**src/design/hsv_pkg.sv**
```systemverilog
// shared types, constants and widths for the hsv to rgb converter
`timescale 1ns / 1ps

package hsv_pkg;

  // input and output field widths
  localparam int HUE_W = 9;
  localparam int SAT_W = 7;
  localparam int VAL_W = 8;
  localparam int CHAN_W = 8;

  // hue and saturation limits
  localparam int HUE_WRAP = 360;
  localparam int SAT_MAX = 100;
  localparam int SECTOR_DEG = 60;
  localparam int HM_W = 7;
  localparam int DIST_W = 6;

  // every channel is a fraction over DEN, rounded half up
  localparam int DEN = 6000;
  localparam int HALF = DEN / 2;
  localparam int FRAC_W = 13;
  localparam int NUM_W = 21;

  // x / 6000 = (x >> 4) / 375, the latter by reciprocal multiply
  localparam int PRE_SHIFT = 4;
  localparam int DIV_BY = DEN / (1 << PRE_SHIFT);
  localparam int DIV_K = 25;
  localparam int DIV_MUL = ((1 << DIV_K) + DIV_BY - 1) / DIV_BY;
  localparam int Y_W = NUM_W - PRE_SHIFT;
  localparam int MUL_W = 17;
  localparam int PROD_W = Y_W + MUL_W;

  // default queue depths
  localparam int QUEUE_DEPTH_DEF = 4;
  localparam int OUT_DEPTH_DEF = 4;

  // 60 degree sectors, named by the hues at their ends
  typedef enum logic [2:0] {
    SEC_RED_YELLOW,
    SEC_YELLOW_GREEN,
    SEC_GREEN_CYAN,
    SEC_CYAN_BLUE,
    SEC_BLUE_MAGENTA,
    SEC_MAGENTA_RED
  } sector_t;

  // classified word handed from front to back
  typedef struct packed {
    sector_t             sector;
    logic [VAL_W-1:0]    v;
    logic [FRAC_W-1:0]   m_mid;
    logic [FRAC_W-1:0]   m_bot;
  } hsv_work_t;

  typedef struct packed {
    logic [CHAN_W-1:0] r;
    logic [CHAN_W-1:0] g;
    logic [CHAN_W-1:0] b;
  } hsv_rgb_t;

endpackage

```
**src/design/hsv_to_rgb.sv**
```systemverilog
// top level of the hsv to rgb pixel converter
//
//   channel  ports                            handshake
//   pixel    hue, saturation, brightness      push / full
//   colour   red, green, blue                 pop / empty
//
// one word per cycle sustained while colour words are popped and neither queue fills; a pushed
// word passes the front register, work queue, two multiply stages and output queue before
// empty falls and it can be popped
// full rises when the work queue and front register hold four words
// the back end issues only while the output queue has room for words in flight
// rst clears all valid flags and queue pointers; data registers are not reset
`timescale 1ns / 1ps

module hsv_to_rgb #(
  parameter int QUEUE_DEPTH = hsv_pkg::QUEUE_DEPTH_DEF,
  parameter int OUT_DEPTH   = hsv_pkg::OUT_DEPTH_DEF
) (
  input  logic                       clk,
  input  logic                       rst,
  input  logic                       push,
  output logic                       full,
  input  logic [hsv_pkg::HUE_W-1:0]  hue,
  input  logic [hsv_pkg::SAT_W-1:0]  saturation,
  input  logic [hsv_pkg::VAL_W-1:0]  brightness,
  output logic                       empty,
  input  logic                       pop,
  output logic [hsv_pkg::CHAN_W-1:0] red,
  output logic [hsv_pkg::CHAN_W-1:0] green,
  output logic [hsv_pkg::CHAN_W-1:0] blue
);

  import hsv_pkg::*;

  localparam int WORK_W = $bits(hsv_work_t);
  localparam int RGB_W  = $bits(hsv_rgb_t);

  logic                             front_valid;
  hsv_work_t                        front_work;
  logic [$clog2(QUEUE_DEPTH+1)-1:0] queue_count;
  logic [WORK_W-1:0]                queue_rdata;
  hsv_work_t                        queue_work;
  logic                             queue_take;
  logic [$clog2(OUT_DEPTH+1)-1:0]   out_count;
  logic                             res_valid;
  hsv_rgb_t                         res;
  logic [RGB_W-1:0]                 out_rdata;
  hsv_rgb_t                         out_word;
  logic                             out_pop;

  hsv_front #(
    .QUEUE_DEPTH(QUEUE_DEPTH)
  ) u_front (
    .clk        (clk),
    .rst        (rst),
    .push       (push),
    .full       (full),
    .hue        (hue),
    .saturation (saturation),
    .brightness (brightness),
    .queue_count(queue_count),
    .work_valid (front_valid),
    .work       (front_work)
  );

  hsv_fifo #(
    .WIDTH(WORK_W),
    .DEPTH(QUEUE_DEPTH)
  ) u_work_queue (
    .clk  (clk),
    .rst  (rst),
    .push (front_valid),
    .wdata(front_work),
    .pop  (queue_take),
    .rdata(queue_rdata),
    .count(queue_count)
  );

  assign queue_work = hsv_work_t'(queue_rdata);

  hsv_back #(
    .OUT_DEPTH(OUT_DEPTH)
  ) u_back (
    .clk       (clk),
    .rst       (rst),
    .work_valid(queue_count != '0),
    .work      (queue_work),
    .work_take (queue_take),
    .out_count (out_count),
    .res_valid (res_valid),
    .res       (res)
  );

  hsv_fifo #(
    .WIDTH(RGB_W),
    .DEPTH(OUT_DEPTH)
  ) u_out_queue (
    .clk  (clk),
    .rst  (rst),
    .push (res_valid),
    .wdata(res),
    .pop  (out_pop),
    .rdata(out_rdata),
    .count(out_count)
  );

  assign empty    = (out_count == '0);
  assign out_pop  = pop && !empty;
  assign out_word = hsv_rgb_t'(out_rdata);
  assign red      = out_word.r;
  assign green    = out_word.g;
  assign blue     = out_word.b;

endmodule

```
**src/design/hsv_fifo.sv**
```systemverilog
// small register queue with count, used between the stages and at the output
`timescale 1ns / 1ps

module hsv_fifo #(
  parameter int WIDTH = 8,
  parameter int DEPTH = 4
) (
  input  logic                       clk,
  input  logic                       rst,
  input  logic                       push,
  input  logic [WIDTH-1:0]           wdata,
  input  logic                       pop,
  output logic [WIDTH-1:0]           rdata,
  output logic [$clog2(DEPTH+1)-1:0] count
);

  localparam int PW = (DEPTH > 1) ? $clog2(DEPTH) : 1;
  localparam int CW = $clog2(DEPTH + 1);

  logic [WIDTH-1:0] mem [DEPTH];
  logic [PW-1:0]    wptr;
  logic [PW-1:0]    rptr;
  logic [PW-1:0]    wptr_next;
  logic [PW-1:0]    rptr_next;
  logic [CW-1:0]    count_next;

  always_comb begin
    wptr_next = wptr;
    rptr_next = rptr;
    if (push) begin
      wptr_next = (wptr == PW'(DEPTH - 1)) ? '0 : wptr + 1'b1;
    end
    if (pop) begin
      rptr_next = (rptr == PW'(DEPTH - 1)) ? '0 : rptr + 1'b1;
    end
    count_next = count + CW'(push) - CW'(pop);
  end

  always_ff @(posedge clk) begin
    if (rst) begin
      wptr  <= '0;
      rptr  <= '0;
      count <= '0;
    end else begin
      wptr  <= wptr_next;
      rptr  <= rptr_next;
      count <= count_next;
    end
  end

  always_ff @(posedge clk) begin
    if (push) begin
      mem[wptr] <= wdata;
    end
  end

  assign rdata = mem[rptr];

endmodule

```
**src/design/hsv_front.sv**
```systemverilog
// front end: takes a pixel, folds hue and saturation, finds the sector and weights
`timescale 1ns / 1ps

module hsv_front #(
  parameter int QUEUE_DEPTH = hsv_pkg::QUEUE_DEPTH_DEF
) (
  input  logic                             clk,
  input  logic                             rst,
  input  logic                             push,
  output logic                             full,
  input  logic [hsv_pkg::HUE_W-1:0]        hue,
  input  logic [hsv_pkg::SAT_W-1:0]        saturation,
  input  logic [hsv_pkg::VAL_W-1:0]        brightness,
  input  logic [$clog2(QUEUE_DEPTH+1)-1:0] queue_count,
  output logic                             work_valid,
  output hsv_pkg::hsv_work_t               work
);

  import hsv_pkg::*;

  localparam int CW = $clog2(QUEUE_DEPTH + 1) + 1;

  logic              accept;
  logic [HUE_W-1:0]  h;
  logic [HUE_W-1:0]  hm_wide;
  logic [HM_W-1:0]   hm;
  logic [DIST_W-1:0] d;
  logic [SAT_W-1:0]  s;
  logic [FRAC_W-1:0] sd;
  logic [FRAC_W-1:0] s60;
  sector_t           sector;
  hsv_work_t         work_next;

  // words in the queue plus the one held here must leave room for one more
  assign full   = ((CW'(queue_count) + CW'(work_valid)) >= CW'(QUEUE_DEPTH));
  assign accept = push && !full;

  always_comb begin
    h = (hue >= HUE_W'(HUE_WRAP)) ? hue - HUE_W'(HUE_WRAP) : hue;
    s = (saturation > SAT_W'(SAT_MAX)) ? SAT_W'(SAT_MAX) : saturation;

    if (h < HUE_W'(SECTOR_DEG)) begin
      sector = SEC_RED_YELLOW;
    end else if (h < HUE_W'(2 * SECTOR_DEG)) begin
      sector = SEC_YELLOW_GREEN;
    end else if (h < HUE_W'(3 * SECTOR_DEG)) begin
      sector = SEC_GREEN_CYAN;
    end else if (h < HUE_W'(4 * SECTOR_DEG)) begin
      sector = SEC_CYAN_BLUE;
    end else if (h < HUE_W'(5 * SECTOR_DEG)) begin
      sector = SEC_BLUE_MAGENTA;
    end else begin
      sector = SEC_MAGENTA_RED;
    end

    // hue within its 120 degree period, then distance from its middle
    if (h >= HUE_W'(4 * SECTOR_DEG)) begin
      hm_wide = h - HUE_W'(4 * SECTOR_DEG);
    end else if (h >= HUE_W'(2 * SECTOR_DEG)) begin
      hm_wide = h - HUE_W'(2 * SECTOR_DEG);
    end else begin
      hm_wide = h;
    end
    hm = hm_wide[HM_W-1:0];
    d  = (hm >= HM_W'(SECTOR_DEG)) ? DIST_W'(hm - HM_W'(SECTOR_DEG))
                                   : DIST_W'(HM_W'(SECTOR_DEG) - hm);

    // channel = v * (6000 - s*d) / 6000; bottom channel has d = 60
    sd  = FRAC_W'(s) * FRAC_W'(d);
    s60 = FRAC_W'(s) * FRAC_W'(SECTOR_DEG);

    work_next.sector = sector;
    work_next.v      = brightness;
    work_next.m_mid  = FRAC_W'(DEN) - sd;
    work_next.m_bot  = FRAC_W'(DEN) - s60;
  end

  always_ff @(posedge clk) begin
    if (rst) begin
      work_valid <= 1'b0;
    end else begin
      work_valid <= accept;
    end
  end

  always_ff @(posedge clk) begin
    if (accept) begin
      work <= work_next;
    end
  end

endmodule

```
**src/design/hsv_back.sv**
```systemverilog
// back end: weight products, divide by 6000 with rounding, channel steering
`timescale 1ns / 1ps

module hsv_back #(
  parameter int OUT_DEPTH = hsv_pkg::OUT_DEPTH_DEF
) (
  input  logic                           clk,
  input  logic                           rst,
  input  logic                           work_valid,
  input  hsv_pkg::hsv_work_t             work,
  output logic                           work_take,
  input  logic [$clog2(OUT_DEPTH+1)-1:0] out_count,
  output logic                           res_valid,
  output hsv_pkg::hsv_rgb_t              res
);

  import hsv_pkg::*;

  localparam int CW = $clog2(OUT_DEPTH + 1) + 2;

  logic              a_valid;
  sector_t           a_sector;
  logic [VAL_W-1:0]  a_v;
  logic [NUM_W-1:0]  a_nmid;
  logic [NUM_W-1:0]  a_nbot;

  logic              b_valid;
  sector_t           b_sector;
  logic [VAL_W-1:0]  b_v;
  logic [PROD_W-1:0] b_pmid;
  logic [PROD_W-1:0] b_pbot;

  logic [NUM_W-1:0]  rmid;
  logic [NUM_W-1:0]  rbot;
  logic [Y_W-1:0]    ymid;
  logic [Y_W-1:0]    ybot;
  logic [CW-1:0]     pending;
  logic [CHAN_W-1:0] t;
  logic [CHAN_W-1:0] m;
  logic [CHAN_W-1:0] bt;

  // words in flight plus queued results may not exceed the output queue
  assign pending   = CW'(out_count) + CW'(a_valid) + CW'(b_valid);
  assign work_take = work_valid && (pending < CW'(OUT_DEPTH));

  always_comb begin
    rmid = a_nmid + NUM_W'(HALF);
    rbot = a_nbot + NUM_W'(HALF);
    ymid = rmid[NUM_W-1:PRE_SHIFT];
    ybot = rbot[NUM_W-1:PRE_SHIFT];
  end

  always_ff @(posedge clk) begin
    if (rst) begin
      a_valid <= 1'b0;
      b_valid <= 1'b0;
    end else begin
      a_valid <= work_take;
      b_valid <= a_valid;
    end
  end

  always_ff @(posedge clk) begin
    if (work_take) begin
      a_sector <= work.sector;
      a_v      <= work.v;
      a_nmid   <= NUM_W'(work.v) * NUM_W'(work.m_mid);
      a_nbot   <= NUM_W'(work.v) * NUM_W'(work.m_bot);
    end
    if (a_valid) begin
      b_sector <= a_sector;
      b_v      <= a_v;
      b_pmid   <= PROD_W'(ymid) * PROD_W'(DIV_MUL);
      b_pbot   <= PROD_W'(ybot) * PROD_W'(DIV_MUL);
    end
  end

  always_comb begin
    t  = b_v;
    m  = b_pmid[DIV_K +: CHAN_W];
    bt = b_pbot[DIV_K +: CHAN_W];
    unique case (b_sector)
      SEC_RED_YELLOW: begin
        res.r = t;  res.g = m;  res.b = bt;
      end
      SEC_YELLOW_GREEN: begin
        res.r = m;  res.g = t;  res.b = bt;
      end
      SEC_GREEN_CYAN: begin
        res.r = bt; res.g = t;  res.b = m;
      end
      SEC_CYAN_BLUE: begin
        res.r = bt; res.g = m;  res.b = t;
      end
      SEC_BLUE_MAGENTA: begin
        res.r = m;  res.g = bt; res.b = t;
      end
      default: begin
        res.r = t;  res.g = bt; res.b = m;
      end
    endcase
  end

  assign res_valid = b_valid;

endmodule

```
**config.mk**
```make
export PLATFORM = sky130hd
export DESIGN_NAME = hsv_to_rgb
export DESIGN_NICKNAME = d
export VERILOG_FILES = /design/src/design/hsv_pkg.sv /design/src/design/hsv_to_rgb.sv /design/src/design/hsv_fifo.sv /design/src/design/hsv_front.sv /design/src/design/hsv_back.sv
export SDC_FILE = /design/constraint.sdc
export NUM_CORES = 2
export LEC_CHECK = 0
export BUFFER_PORTS_ARGS = -buffer_cell sky130_fd_sc_hd__clkbuf_2
export CORE_MARGIN = 2
export CORE_UTILIZATION = 40
export DETAILED_ROUTE_END_ITERATION = 16
export SETUP_SLACK_MARGIN = 0.05
export SYNTH_ARGS = -nofsm -noshare
export SYNTH_HDL_FRONTEND = slang
export SYNTH_SLANG_ARGS = --single-unit
```
**constraint.sdc**
```tcl
create_clock -name clk -period 15.64 [get_ports clk]
set_clock_uncertainty 0.1 [all_clocks]
set_input_delay 1.564 -clock clk [delete_from_list [all_inputs] [get_ports clk]]
set_output_delay 1.564 -clock clk [all_outputs]
set_load 0.02 [all_outputs]
```
---- Yosys cells after proc, flatten, opt, wreduce, memory -nomap -nowiden ----
Memory sizes are Yosys's and may differ from the RTL's. A register that Yosys moved wholly into a read port is not among the register bits.
Index checks and enable logic that the tools add are counted.
Widths: inputs -> output; s select.
storage, ports and cells
  register bits ........................... 184
  RAM bits ................................ 244
  input bits .............................. 28
  output and inout port bits .............. 26
  logic and storage cells ................. 103
  memories ................................ 2
memories
  name              depth  bits a word  read ports  clocked after memory_dff  write ports  line            text
  u_work_queue.mem  4      37           1           1                         1            hsv_fifo.sv:20  logic [WIDTH-1:0] mem [DEPTH];
  u_out_queue.mem   4      24           1           1                         1            hsv_fifo.sv:20
operators by class
  $add $sub $neg .......................... 20
  $mul .................................... 6
  magnitude comparators ................... 12
  eq/ne operators ......................... 8
  mux-type cells .......................... 22
  reductions and logical operators ........ 10
operators with widths
  kind                    number
  $pmux 24 s5             1
  $mul 17x17->33 const B  2
  $add 21x12->21 const B  2
  $mul 8x13->21           2
  $sub 13x13->13 const A  2
  $mux 7                  3
  $mux 2                  10
  $lt 9x8->1 const B      2
  $sub 7x7->7 const B     2
  $mul 7x6->13            1
  $mul 7x4->11 const B    1
  $ge 9x7->1 const B      1
  $ge 9x8->1 const B      1
  $ge 9x9->1 const B      1
  $lt 9x6->1 const B      1
  $lt 9x7->1 const B      1
  $lt 9x9->1 const B      1
  $mux 9                  1
  $sub 9x9->9 const B     1
  $add 2x1->2 const B     4
  $add 3x1->4             2
  $eq 2x2->1 const B      4
  $ge 7x6->1 const B      1
  $gt 7x7->1 const B      1
  18 further kinds        30

---- Longest topological paths before layout ----
  depth in word-level cells ............... 9
  gate-level depth with buffers ........... 30
  depth with buffers taken out ............ 29

---- Hierarchy ----
From an unflattened synthesis, not the netlist that was laid out.
unflattened totals
  cells, all modules ...................... 2946
  area total of the unflattened synthesis .. 34344.2 um^2
modules (own cells, without submodules)
  module                   times used  cells each  area an instance (um^2)  seq. area each (um^2)
  hsv_back                 1           2088        20174.3                  2262.2
  hsv_fifo (u_work_queue)  1           233         5830.6                   4624.4
  hsv_front                1           456         4380.5                   1071.0
  hsv_fifo (u_out_queue)   1           166         3938.8                   3062.9
  hsv_to_rgb               1           3           20.0                     0.0

---- Worst setup path before layout ----
No wires, ideal clock.
  path kind ............................... input to register
  from .................................... input port hue[4] (netlist bit)
  to ...................................... register u_front.work[25] (netlist bit) (data pin)
  library setup time ...................... 0.174 ns
  arrival time ............................ 8.469 ns
  required time ........................... 15.366 ns
  slack ................................... 6.897 ns
  cell stages on the path ................. 29
  cell sequence ........................... inv_1 -> ha_1 -> or4b_4 -> a221oi_1 -> and2_1 -> clkbuf_1 -> a41oi_1 -> o22ai_1 -> ha_1 -> nand2_1 -> a31oi_1 -> o21a_4 -> mux2i_1 -> nand2b_1 -> fa_1 -> fa_1 -> fa_1 -> inv_1 -> fa_1 -> inv_1 -> ha_1 -> nor2_1 -> nor2_1 -> a2111oi_0 -> or3_1 -> o211ai_1 -> mux2i_1 -> a311o_1 -> a311oi_1
RTL lines
  item                    line              text
  start: declaration      hsv_to_rgb.sv:23  input logic [hsv_pkg::HUE_W-1:0] hue,
  end signal: assignment  hsv_front.sv:88   work <= work_next;
  end: declaration        hsv_front.sv:16   output hsv_pkg::hsv_work_t work

==> impl_table.tex <==
\begin{tabular}{lr}
\hline
Metric & Value \\
\hline
\multicolumn{2}{l}{\textbf{Clocking}} \\
Maximum level of the CTS H-tree & 2 \\
Maximum clock insertion buffer count & 3 \\
Number of instances resized during post-cts repair & 0 \\
Worst skew pair latency & 0.57 ns \\
Hold Buf Count CTS & 0 \\
Clock Pin Slew Worst Setup and Hold Paths & 0.06 ns \\
Number of sinks handled by clock tree synthesis & 366 \\
Root cell of the clock tree & sky130\_fd\_sc\_hd\_\_clkbuf\_16 \\
TritonCTS clock tree & yes \\
Post-CTS setup-driven buffer insertion count & 0 \\
Number of CTS-inserted buffers & 39 \\
\multicolumn{2}{l}{\textbf{Floorplan}} \\
Starting density of the core & 40.28\% \\
Number of standard-cell rows in the floorplan & 105 \\
Die span in x & 291.1 microns \\
Die H & 291.1 microns \\
Boundary Pins & 54 \\
Area of the core & 81850 sq um \\
Area enclosed by the die boundary & 84720 sq um \\
\multicolumn{2}{l}{\textbf{Timing}} \\
Maximum frequency from static timing analysis & 109.1 MHz \\
Final number of setup-violating endpoints & 0 \\
Setup\_tns & 0 ns \\
Pins over their slew limit & 0 \\
Fin crit period & 9.165 ns \\
Number of failing hold endpoints at the final stage & 0 \\
Rel. slew slack & 21.71\% \\
Period utilisation layout & 58.60\% \\
Least-Margin Pin Slew & 1.170 ns \\
Unrepaired setup endpoints after global routing & false \\
\multicolumn{2}{l}{\textbf{Synthesis}} \\
Most instantiated flip-flop cell in the synthesis netlist & sky130\_fd\_sc\_hd\_\_edfxtp\_1 \\
Syn Nets & 3649 \\
Post-synthesis instance area & 32960 sq um \\
Post-synthesis average cell area & 11.60 sq um \\
Number of synthesis warnings & 0 \\
Proportion of synthesized flip-flops having asynchronous set or reset & 0\% \\
Post-synthesis cell count & 2841 \\
Count of flip-flops with a built-in enable after synthesis & 345 \\
Number of flip-flops and latches in the synthesized netlist & 366 \\
Proportion of synthesized chip area in sequential cells & 32.70\% \\
Cell variety after synth & 77 \\
\multicolumn{2}{l}{\textbf{Placed design}} \\
Gpl congestion & 0.8674 \\
Placed cell area & 34440 sq um \\
DP HPWL & 50300 microns \\
Count of buffers from port buffering & 53 \\
Number of placed cells counting well taps & 3917 \\
\multicolumn{2}{l}{\textbf{Drt}} \\
Total detailed-routing wirelength & 63540 microns \\
Number of design-rule violations left by the first detailed-router iteration & 981 \\
Antenna-violating nets left & 0 \\
Total number of vias & 19750 \\
Vias per cell & 4.954 \\
Average wire per cell in the routed design & 15.94 microns \\
Final routed DRC violation total & 0 \\
DR pass1 iterations & 7 \\
\multicolumn{2}{l}{\textbf{Job}} \\
Max Cap Violations & 0 \\
\multicolumn{2}{l}{\textbf{Final layout}} \\
Post-route insts no fill & 3987 \\
Post-route standard cell area excluding fillers & 35750 sq um \\
Final antenna diode count & 0 \\
Number of nets in the layout & 3696 \\
Proportion of layout cells with a drive suffix above 1 & 7.131\% \\
Layout overhead on the synthesized area & 8.442\% \\
Leading cell type in the layout, fill and taps excluded & sky130\_fd\_sc\_hd\_\_inv\_1 \\
Most frequent cells in the layout & sky130\_fd\_sc\_hd\_\_inv\_1 (606), sky130\_fd\_sc\_hd\_\_ha\_1 (421), sky130\_fd\_sc\_hd\_\_fa\_1 (359), sky130\_fd\_sc\_hd\_\_edfxtp\_1 (345), sky130\_fd\_sc\_hd\_\_nand2\_1 (171) \\
\multicolumn{2}{l}{\textbf{Setup path}} \\
Setup crit end kind & flop \\
Largest stage delay on the critical path & 0.56 ns \\
Req. time, crit path & 15.91 ns \\
Worst Path Class, Setup & in -> reg \\
Critical Path AT & 9.43 ns \\
Slowest cell on crit path & sky130\_fd\_sc\_hd\_\_a2111oi\_0 \\
Worst setup SP type & primary input \\
CP max FO & 8 \\
\multicolumn{2}{l}{\textbf{GRT}} \\
Number of global-route vias before repair & 20540 \\
Wire length of the first global-routing pass & 106500 microns \\
Antenna violations before repair & 0 \\
Gr ovfl total & 0 \\
Largest net degree at the start of global routing & 67 \\
Total routing resource utilization after global routing & 15.41\% \\
\multicolumn{2}{l}{\textbf{Run status}} \\
Status & completed \\
\multicolumn{2}{l}{\textbf{Hold path}} \\
Hold/Removal Path Class & reg -> reg \\
\hline
\end{tabular}
## cells in the mapped netlist (7+ instances only)
| library cell | instances | share of area, % |
|---|---|---|
| sky130_fd_sc_hd__or2_2 | 10 | 0.19 |
| sky130_fd_sc_hd__o21a_1 | 9 | 0.20 |
| sky130_fd_sc_hd__dfxtp_1 | 21 | 1.3 |
| sky130_fd_sc_hd__o211ai_1 | 12 | 0.27 |
| sky130_fd_sc_hd__a211oi_1 | 21 | 0.48 |
| sky130_fd_sc_hd__and2_1 | 104 | 2.0 |
| sky130_fd_sc_hd__xor2_1 | 40 | 1.1 |
| sky130_fd_sc_hd__a21o_1 | 18 | 0.41 |
| sky130_fd_sc_hd__a21oi_1 | 60 | 0.91 |
| sky130_fd_sc_hd__and3_1 | 11 | 0.21 |
| sky130_fd_sc_hd__nor3_1 | 30 | 0.46 |
| sky130_fd_sc_hd__o22a_1 | 9 | 0.24 |
| sky130_fd_sc_hd__o21ai_0 | 65 | 0.99 |
| sky130_fd_sc_hd__o22ai_1 | 10 | 0.19 |
| sky130_fd_sc_hd__nand4_1 | 12 | 0.23 |
| sky130_fd_sc_hd__o21bai_1 | 10 | 0.23 |
| sky130_fd_sc_hd__mux2i_1 | 15 | 0.46 |
| sky130_fd_sc_hd__edfxtp_1 | 345 | 31 |
| sky130_fd_sc_hd__clkbuf_1 | 49 | 0.56 |
| sky130_fd_sc_hd__a221oi_1 | 10 | 0.27 |
| sky130_fd_sc_hd__ha_1 | 421 | 16 |
| sky130_fd_sc_hd__or3_1 | 7 | 0.13 |
| sky130_fd_sc_hd__nand3_1 | 16 | 0.24 |
| sky130_fd_sc_hd__nor2_1 | 108 | 1.2 |
| sky130_fd_sc_hd__fa_1 | 359 | 22 |
| sky130_fd_sc_hd__nand2_1 | 171 | 1.9 |
| sky130_fd_sc_hd__nor2b_1 | 26 | 0.49 |
| sky130_fd_sc_hd__mux4_2 | 59 | 4.0 |
| sky130_fd_sc_hd__buf_1 | 8 | 0.091 |
| sky130_fd_sc_hd__inv_1 | 607 | 6.9 |
| sky130_fd_sc_hd__a31oi_1 | 7 | 0.13 |
| sky130_fd_sc_hd__nand2b_1 | 20 | 0.38 |
| sky130_fd_sc_hd__xnor2_1 | 73 | 1.9 |
| sky130_fd_sc_hd__nor4_1 | 10 | 0.19 |
## cells by family (layout without fill, tap and decap cells)
| kind of cell | after synthesis | count (layout) | synth area share [%] |
|---|---|---|---|
| and+or+nand+nor | 543 | 543 | 8.164 |
| muxes | 74 | 74 | 4.486 |
| DFF | 366 | 366 | 32.70 |
| adders and majority gates | 780 | 780 | 37.78 |
| AOI/OAI and AO/OA | 298 | 298 | 6.217 |
| buffers and inverters | 667 | 743 | 7.644 |
| xor gates and xnor gates | 113 | 113 | 3.002 |
## metrics by stage
step | hold slack (ns) | worst slack [ns] | utilization, %
detailed placement | 0.3045 | 5.933 | 42.08
CTS | 0.2994 | 6.488 | 43.68
global placement | 0.3010 | 6.030 | 42.08
global route | 0.3215 | 5.859 | 43.68
finish | 0.2991 | 6.475 | 43.68
floorplan | 0.3003 | 6.897 | -
## final timing paths
path	slack, ns	startpoint	endpoint	depth (start not counted)
worst min-delay path	0.30	u_back.a_v[6]$_DFFE_PP_	u_back.b_v[6]$_DFFE_PP_	0
worst max-delay path	6.47	hue[4]	u_front.work[25]$_DFFE_PP_	30
worst min register to register	0.30	u_back.a_v[6]$_DFFE_PP_	u_back.b_v[6]$_DFFE_PP_	0
worst max register to register	7.64	u_back.a_nbot[3]$_DFFE_PP_	u_back.b_pbot[31]$_DFFE_PP_	23
## registers in the layout (all words and copies together), names as in the netlist, 8 cells and up, named ones only
register          cells
u_back.a_nmid        18
u_front.work         35
u_work_queue.mem    140
u_back.a_nbot        18
u_back.b_pbot         8
u_back.b_v            8
u_back.b_pmid         8
u_back.a_v            8
u_out_queue.mem      96
## layout make-up
class	instances	area, sq um
Multi-Input combinational cell	1808	19680
Clock inverter	24	285.3
Fill cell	7589	46100
Sequential cell	366	10780
Tap cell	1070	1339
Clock buffer	46	1023
Inverter	607	2278
Timing Repair Buffer	66	362.8
## worst max-delay path: cells and delay by family
family                     cells  cell delay (ns)
AOI/OAI and AO/OA             12             3.24
adders and majority gates      7             2.57
buffers and inverters          5             0.37
muxes                          2             0.64
and+or+nand+nor                4             1.02
## metal layers
metal / part of all wire [%] / up-vias / global-route usage [%]
met5: 0 / - / 0
met3: 3.3 / 74 / 1.962
li1: - / 9618 / -
met4: 1.9 / 0 / 3.463
met1: 47 / 9777 / 21.22
met2: 48 / 282 / 26.00
Power is not shown: default switching activity piles up to over one toggle a cycle in this logic, so the estimate is an artifact.
